File: src/hw/rtl/tplq_pkg.sv
// Shared types and constants for the three-level priority queue.
// Holds the entry layout, response codes, controller states and the
// command and status structs between controller and datapath. No dependencies.
package tplq_pkg;

	localparam int CAT_W = 2;
	localparam int ID_W  = 16;
	localparam int DUR_W = 16;
	localparam int OCC_W = 8;
	localparam int RANK_W = 3;

	localparam logic FUNC_PUSH = 1'b0;
	localparam logic FUNC_POP  = 1'b1;

	// One above the least urgent rank, so the first scanned entry always wins.
	localparam logic [RANK_W-1:0] RANK_NONE = 3'd4;

	typedef struct packed {
		logic [CAT_W-1:0] cat;
		logic [ID_W-1:0]  id;
		logic [DUR_W-1:0] dur;
	} entry_t;

	typedef enum logic [1:0] {
		ST_DONE  = 2'd0,
		ST_FULL  = 2'd1,
		ST_EMPTY = 2'd2
	} status_t;

	typedef enum logic [2:0] {
		S_IDLE,
		S_DISPATCH,
		S_SCAN,
		S_SHIFT_INIT,
		S_SHIFT,
		S_POP_FIN,
		S_RESP
	} state_t;

	typedef struct packed {
		logic    capture;
		logic    push_wr;
		logic    rd;
		logic    scan_eval;
		logic    shift_init;
		logic    shift_wr;
		logic    dec;
		logic    res_load;
		status_t res_code;
	} cmd_t;

	typedef struct packed {
		logic is_pop;
		logic full;
		logic empty;
		logic idx_end;
		logic out_free;
	} sts_t;

	// Urgency rank: category 1 is most urgent, category 0 least.
	function automatic logic [RANK_W-1:0] rank_of(input logic [CAT_W-1:0] cat);
		logic [CAT_W-1:0] r;
		r = cat + 2'd3;
		return {1'b0, r};
	endfunction

endpackage

File: src/hw/rtl/three_level_priority_queue.sv
// Three-level priority queue, top level: strict priority over four category ranks.
// Joins the controller and the datapath; depends on tplq_pkg.
//
// Requests are stored oldest first in a single-port-write, registered-read
// memory of DEPTH entries. A push is written in the dispatch state and
// answered from the response state. A pop reads every stored entry once to
// find the oldest request of the most urgent category, then reads and
// rewrites each later entry one place down, then decrements the count. One
// item is in work at a time; the result beat sits in an output register,
// so the next item can be accepted while it waits to be taken.
module three_level_priority_queue #(
	parameter int DEPTH = 128
) (
	input  logic                       clk,
	input  logic                       arst_n,
	input  logic                       in_valid,
	output logic                       in_stall,
	input  logic                       func,
	input  logic [tplq_pkg::CAT_W-1:0] req_category,
	input  logic [tplq_pkg::ID_W-1:0]  req_id,
	input  logic [tplq_pkg::DUR_W-1:0] req_duration,
	output logic                       out_valid,
	input  logic                       out_stall,
	output logic [1:0]                 status,
	output logic [tplq_pkg::CAT_W-1:0] out_category,
	output logic [tplq_pkg::ID_W-1:0]  out_id,
	output logic [tplq_pkg::DUR_W-1:0] out_duration,
	output logic [tplq_pkg::OCC_W-1:0] occupancy
);
	import tplq_pkg::*;

	cmd_t cmd;
	sts_t sts;

	tplq_ctrl u_ctrl (
		.clk      (clk),
		.arst_n   (arst_n),
		.in_valid (in_valid),
		.in_stall (in_stall),
		.sts      (sts),
		.cmd      (cmd)
	);

	tplq_datapath #(
		.DEPTH (DEPTH)
	) u_datapath (
		.clk          (clk),
		.arst_n       (arst_n),
		.cmd          (cmd),
		.sts          (sts),
		.func         (func),
		.req_category (req_category),
		.req_id       (req_id),
		.req_duration (req_duration),
		.out_valid    (out_valid),
		.out_stall    (out_stall),
		.status       (status),
		.out_category (out_category),
		.out_id       (out_id),
		.out_duration (out_duration),
		.occupancy    (occupancy)
	);

endmodule

File: src/hw/rtl/tplq_ctrl.sv
// Controller state machine of the three-level priority queue.
// Sequences push, scan, shift and response; depends on tplq_pkg.
module tplq_ctrl (
	input  logic          clk,
	input  logic          arst_n,
	input  logic          in_valid,
	output logic          in_stall,
	input  tplq_pkg::sts_t sts,
	output tplq_pkg::cmd_t cmd
);
	import tplq_pkg::*;

	state_t  state_q, state_d;
	status_t code_q, code_d;

	always_ff @(posedge clk or negedge arst_n) begin
		if (!arst_n) begin
			state_q <= S_IDLE;
			code_q  <= ST_DONE;
		end else begin
			state_q <= state_d;
			code_q  <= code_d;
		end
	end

	always_comb begin
		state_d = state_q;
		code_d  = code_q;
		case (state_q)
			S_IDLE: begin
				if (in_valid) state_d = S_DISPATCH;
			end
			S_DISPATCH: begin
				if (sts.is_pop) begin
					code_d  = sts.empty ? ST_EMPTY : ST_DONE;
					state_d = sts.empty ? S_RESP : S_SCAN;
				end else begin
					code_d  = sts.full ? ST_FULL : ST_DONE;
					state_d = S_RESP;
				end
			end
			S_SCAN: begin
				if (sts.idx_end) state_d = S_SHIFT_INIT;
			end
			S_SHIFT_INIT: state_d = S_SHIFT;
			S_SHIFT: begin
				if (sts.idx_end) state_d = S_POP_FIN;
			end
			S_POP_FIN: state_d = S_RESP;
			S_RESP: begin
				if (sts.out_free) state_d = S_IDLE;
			end
			default: state_d = S_IDLE;
		endcase
	end

	always_comb begin
		cmd          = '0;
		cmd.res_code = code_q;
		in_stall     = (state_q != S_IDLE);
		case (state_q)
			S_IDLE:       cmd.capture = in_valid;
			S_DISPATCH:   cmd.push_wr = !sts.is_pop && !sts.full;
			S_SCAN: begin
				cmd.rd        = !sts.idx_end;
				cmd.scan_eval = 1'b1;
			end
			S_SHIFT_INIT: cmd.shift_init = 1'b1;
			S_SHIFT: begin
				cmd.rd       = !sts.idx_end;
				cmd.shift_wr = 1'b1;
			end
			S_POP_FIN:    cmd.dec = 1'b1;
			S_RESP:       cmd.res_load = sts.out_free;
			default:      cmd = '0;
		endcase
	end

endmodule

File: src/hw/rtl/tplq_datapath.sv
// Datapath of the three-level priority queue: entry memory, count,
// scan index, best-entry tracking and the output register; depends on tplq_pkg.
module tplq_datapath #(
	parameter int DEPTH = 128
) (
	input  logic                          clk,
	input  logic                          arst_n,
	input  tplq_pkg::cmd_t                cmd,
	output tplq_pkg::sts_t                sts,
	input  logic                          func,
	input  logic [tplq_pkg::CAT_W-1:0]    req_category,
	input  logic [tplq_pkg::ID_W-1:0]     req_id,
	input  logic [tplq_pkg::DUR_W-1:0]    req_duration,
	output logic                          out_valid,
	input  logic                          out_stall,
	output logic [1:0]                    status,
	output logic [tplq_pkg::CAT_W-1:0]    out_category,
	output logic [tplq_pkg::ID_W-1:0]     out_id,
	output logic [tplq_pkg::DUR_W-1:0]    out_duration,
	output logic [tplq_pkg::OCC_W-1:0]    occupancy
);
	import tplq_pkg::*;

	localparam int AW = (DEPTH > 1) ? $clog2(DEPTH) : 1;
	localparam int CW = $clog2(DEPTH + 1);

	entry_t mem [DEPTH];

	logic          func_q;
	entry_t        req_q;
	logic [CW-1:0] count_q;
	logic [CW-1:0] idx_q;
	entry_t        rd_data_q;
	logic          rv_q;
	logic [AW-1:0] ridx_q;
	logic [RANK_W-1:0] best_rank_q;
	logic [AW-1:0] best_idx_q;
	entry_t        best_q;
	logic          out_valid_q;
	logic          out_free;
	logic [RANK_W-1:0] rd_rank;

	assign out_free = !out_valid_q || !out_stall;
	assign rd_rank  = rank_of(rd_data_q.cat);

	assign sts.is_pop   = (func_q == FUNC_POP);
	assign sts.full     = (count_q == CW'(DEPTH));
	assign sts.empty    = (count_q == '0);
	assign sts.idx_end  = (idx_q == count_q);
	assign sts.out_free = out_free;

	// Memory: one write and one registered read per cycle.
	always_ff @(posedge clk) begin
		if (cmd.push_wr) begin
			mem[count_q[AW-1:0]] <= req_q;
		end else if (cmd.shift_wr && rv_q) begin
			mem[ridx_q - AW'(1)] <= rd_data_q;
		end
		if (cmd.rd) begin
			rd_data_q <= mem[idx_q[AW-1:0]];
		end
	end

	always_ff @(posedge clk) begin
		if (cmd.capture) begin
			func_q  <= func;
			req_q   <= '{cat: req_category, id: req_id, dur: req_duration};
		end
		if (cmd.rd) ridx_q <= idx_q[AW-1:0];
		if (cmd.capture) begin
			best_rank_q <= RANK_NONE;
		end else if (cmd.scan_eval && rv_q && (rd_rank < best_rank_q)) begin
			// Strict compare keeps the oldest entry among equal ranks.
			best_rank_q <= rd_rank;
			best_idx_q  <= ridx_q;
			best_q      <= rd_data_q;
		end
	end

	always_ff @(posedge clk or negedge arst_n) begin
		if (!arst_n) begin
			count_q     <= '0;
			idx_q       <= '0;
			rv_q        <= 1'b0;
			out_valid_q <= 1'b0;
		end else begin
			rv_q <= cmd.rd;
			if (cmd.push_wr) begin
				count_q <= count_q + CW'(1);
			end else if (cmd.dec) begin
				count_q <= count_q - CW'(1);
			end
			if (cmd.capture) begin
				idx_q <= '0;
			end else if (cmd.shift_init) begin
				idx_q <= CW'(best_idx_q) + CW'(1);
			end else if (cmd.rd) begin
				idx_q <= idx_q + CW'(1);
			end
			if (cmd.res_load) begin
				out_valid_q <= 1'b1;
			end else if (!out_stall) begin
				out_valid_q <= 1'b0;
			end
		end
	end

	always_ff @(posedge clk) begin
		if (cmd.res_load) begin
			status    <= cmd.res_code;
			occupancy <= OCC_W'(count_q);
			if ((cmd.res_code == ST_DONE) && (func_q == FUNC_POP)) begin
				out_category <= best_q.cat;
				out_id       <= best_q.id;
				out_duration <= best_q.dur;
			end else begin
				out_category <= '0;
				out_id       <= '0;
				out_duration <= '0;
			end
		end
	end

	assign out_valid = out_valid_q;

endmodule
File: config.mk
export PLATFORM = sky130hd
export DESIGN_NAME = three_level_priority_queue
export DESIGN_NICKNAME = d
export VERILOG_FILES = /design/src/hw/rtl/tplq_pkg.sv /design/src/hw/rtl/three_level_priority_queue.sv /design/src/hw/rtl/tplq_ctrl.sv /design/src/hw/rtl/tplq_datapath.sv
export SDC_FILE = /design/constraint.sdc
export NUM_CORES = 2
export LEC_CHECK = 0
export ABC_AREA = 1
export BUFFER_PORTS_ARGS = -buffer_cell sky130_fd_sc_hd__buf_2
export CORE_ASPECT_RATIO = 2
export CORE_MARGIN = 5
export CORE_UTILIZATION = 30
export DETAILED_ROUTE_END_ITERATION = 8
export PLACE_DENSITY = 0.42
export RECOVER_POWER = 25
export SKIP_CTS_REPAIR_TIMING = 1
export SYNTH_ARGS = -nofsm -noshare
export SYNTH_HDL_FRONTEND = slang
export SYNTH_MEMORY_MAX_BITS = 65536
export SYNTH_SLANG_ARGS = --single-unit
File: constraint.sdc
create_clock -name clk -period 5.7 [get_ports clk]
set_input_delay 1.14 -clock clk [delete_from_list [all_inputs] [get_ports clk]]
set_output_delay 1.14 -clock clk [all_outputs]
set_load 0.05 [all_outputs]
==> flow_summary.toml <==
[drt]
wl_um = 676000
met1_length_um = 257000
top_layer = "met5"
route.detailed.drc = 0
wl_met2_um = 351000
via_per_inst = 5.12
wl_met3_um = 26300
vias = 118000
drtPass1Iterations = 8
drt_iter0_drc = 10500
wl_per_cell_um = 29.3
drtAntennaViolNets = 0

[critical_path]
cp_max_fo = 128
cpMostUsedCell = "nand2_1"
cp_cell_sequence = "inv_1 > nand2_1 > nor2_1 > nand2_1 > inv_1 > buf_4 > nand2_1 > nand2_4 > clkbuf_4"
timing.rr.start = "u_ctrl.state_q[1]$_DFFE_PN0P_"
cp-start-kind = "register"
critPathCaptureType = "register"
r2r_slack_ns = 0.72
critPathMaxStageDelay_ns = 1.34
worstPathArrival_ns = 5.43
r2r-end = "u_datapath.mem[0][6]$_DFFE_PP_"
crit_type = "register to register"
slowest_stage = "clkbuf_4"
reg2regPathDepth = 9
required_ns = 6.15

[clocking]
clock-sinks = 4539
cts_tree = "built"
htreeDepth = 5
cts-root-buf = "clkbuf_16"
clk_latency_ns = 1.01
clk_path_buf_depth = 4
cts-buffers-inserted = 406
clk_pin_slew_worst_paths_ns = 0.07

[floorplan]
die_y_um = 1110
start_util = 0.301
num_rows = 403
dieArea_sq_um = 621000
fp.dieW_um = 560
core_sq_um = 602000
ios = 85

[synthesis]
synth-seq-area-share = 0.751
synth_top_area_share = 0.748
synth_top_cell_by_area = "edfxtp_1"
syn_inst = 14800
yosysMostFrequentCell = "nand2_1"
synth_edf_count = 4513
async_flop_share = 0.00507
synth_nets = 14900
synth-seq-cells = 4539
synth.top_cells.by_count = "4599 x nand2_1, 4513 x edfxtp_1, 4300 x nand3_1, 415 x buf_2, 392 x clkbuf_1"
synth_area_sq_um = 181000
syn_avg_cell_area_sq_um = 12.2
ys_types = 39
ys_top_cells_by_area = "edfxtp_1 75%, nand3_1 12%, nand2_1 9.5%"
yosys_warnings = 0
dominantRegCellSynth = "edfxtp_1"

[power_and_ir_drop]
leakagePower_nw = 70.1
irDropWorstVdd_mv = 0.403
p_sw_frac = 0.407
p_switching_mw = 43.7
power_frac_comb = 0.354
p_clk_frac = 0.262
seq_power_share = 0.384
power.internal_mw = 63.8
p_per_area_nw_per_um2 = 521

[grt]
grt_max_degree = 154
antenna_found_initial = 41
grt_pass1_wl_um = 938000
first_global_vias = 117000
grt_remaining_overflow = 0
groute.usage.overall = 0.210

[place]
gp_congestion = 0.808
dp_hpwl_um = 396000
port_buffers = 84

[worst_hold_path]
hold_depth = 1
hold_start = "req_duration[8]"
hp-class = "primary input to register"
whs_endpoint = "u_datapath.req_q[8]$_DFFE_PP_"

[run_status]
outcome = "finished with violations"
violations = "capacitance limit, slew limit"

[final_layout]
postLayoutCoreUtil = 0.343
final_layout_size_suffix_gt1_frac = 0.0836
fillers = 59300
syn2layout_area_growth_pct = 13.9
finalNetCount = 14900

[sta]
finalHoldViolCount = 0
setup_tns_ns = 0
layout_min_cycle_time_ns = 4.98
clock_skew_ns = 0.0585
finalSetupViolCount = 0
slew_violations = 1754
slew_headroom = -1.47
min_period_over_period = 0.873
fmax_mhz = 201
tightest_slew_ns = 3.71
whs_ns = 0.321
rsz0062_at_grt = "no"

[job]
max_cap_violations = 31
layer usage:
layer / global-route usage / up-vias
met4: 0.110 / 4
met2: 0.386 / 3293
li1: - / 52800
met1: 0.243 / 61200
met3: 0.0179 / 930
met5: 0 / -
state kept, by name (all words and copies together) (netlist names), 16 cells and up:
name / flops
u_datapath.out_id: 16
u_datapath.rd_data_q: 34
u_datapath.mem: 4352
u_datapath.best_q: 34
u_datapath.out_duration: 16
u_datapath.req_q: 34
worst max path at each step:
stage | cells after the start | end | start
2_1_floorplan | 1 | u_datapath.occupancy[0]$_DFFE_PP_ | out_stall
3_3_place_gp | 11 | u_datapath.rd_data_q[29]$_DFFE_PP_ | u_datapath.idx_q[0]$_DFFE_PN0P_
3_5_place_dp | 11 | u_datapath.rd_data_q[29]$_DFFE_PP_ | u_datapath.idx_q[0]$_DFFE_PN0P_
4_1_cts | 11 | u_datapath.rd_data_q[29]$_DFFE_PP_ | u_datapath.idx_q[0]$_DFFE_PN0P_
5_1_grt | 9 | u_datapath.mem[0][26]$_DFFE_PP_ | u_ctrl.state_q[1]$_DFFE_PN0P_
6_report | 9 | u_datapath.mem[0][6]$_DFFE_PP_ | u_ctrl.state_q[1]$_DFFE_PN0P_
worst max-delay path, delay by kind of cell (launching register included):
family	cells	cell delay, ns
buffers and inverters	4	2.42
and+or+nand+nor	5	1.12
DFF	1	0.44
kinds of logic after synthesis:
group                    synth area share
adder cells (fa/ha/maj)          0.000732
AND/OR/NAND/NOR                     0.219
buffers and inverters              0.0265
XOR/XNOR                         0.000677
AO/OA/AOI/OAI                     0.00162
flip-flops                          0.751
layout by cell type (no fill, tap or decap), drive strengths merged, types with 3 or more instances in the layout:
cell type,n
clkinv,198
a21oi,9
edfxtp,4513
xnor2,5
xor2,9
clkbuf,571
or2,3
buf,486
o21ai,34
bufinv,40
clkinvlp,12
dfrtp,23
nand4,6
diode,33
nand3,4300
ha,9
nor3,7
nand2,4603
inv,105
dfxtp,3
nor2,203
per-stage QoR:
stage / cell area (sq um) / setup WS (ns) / total power [mW] / cells
3_5_place_dp: 194000 / 1.02 / 80.7 / 22300
5_1_grt: 206000 / 0.507 / 112 / 23100
6_report: 206000 / 0.723 / 108 / 23100
2_1_floorplan: 181000 / 1.92 / 61.4 / 14800
3_3_place_gp: 194000 / 0.993 / 80.7 / 22300
4_1_cts: 207000 / 0.992 / 109 / 23000
power groups by stage:
stage               logic, mW  clock network, mW  registers, mW
floorplan                19.7                  0           41.7
global placement         38.8                  0           41.9
detailed placement       38.8                  0           41.9
CTS                      38.9               28.8           41.2
global route             40.5               30.0           41.3
finish                   38.0               28.2           41.3
cell type report:
class / count / area [sq um] / share of cell area
Antenna cell: 33 / 82.6 / 0.000400
Clock inverter: 257 / 2550 / 0.0123
Timing Repair Buffer: 566 / 5450 / 0.0264
Clock buffer: 491 / 10600 / 0.0515
Inverter: 98 / 409 / 0.00198
Sequential cell: 4539 / 136000 / 0.660
Tap cell: 7897 / 9880 / 0.0479
Multi-Input combinational cell: 9196 / 41300 / 0.200
(Power assumes the default switching activity.)
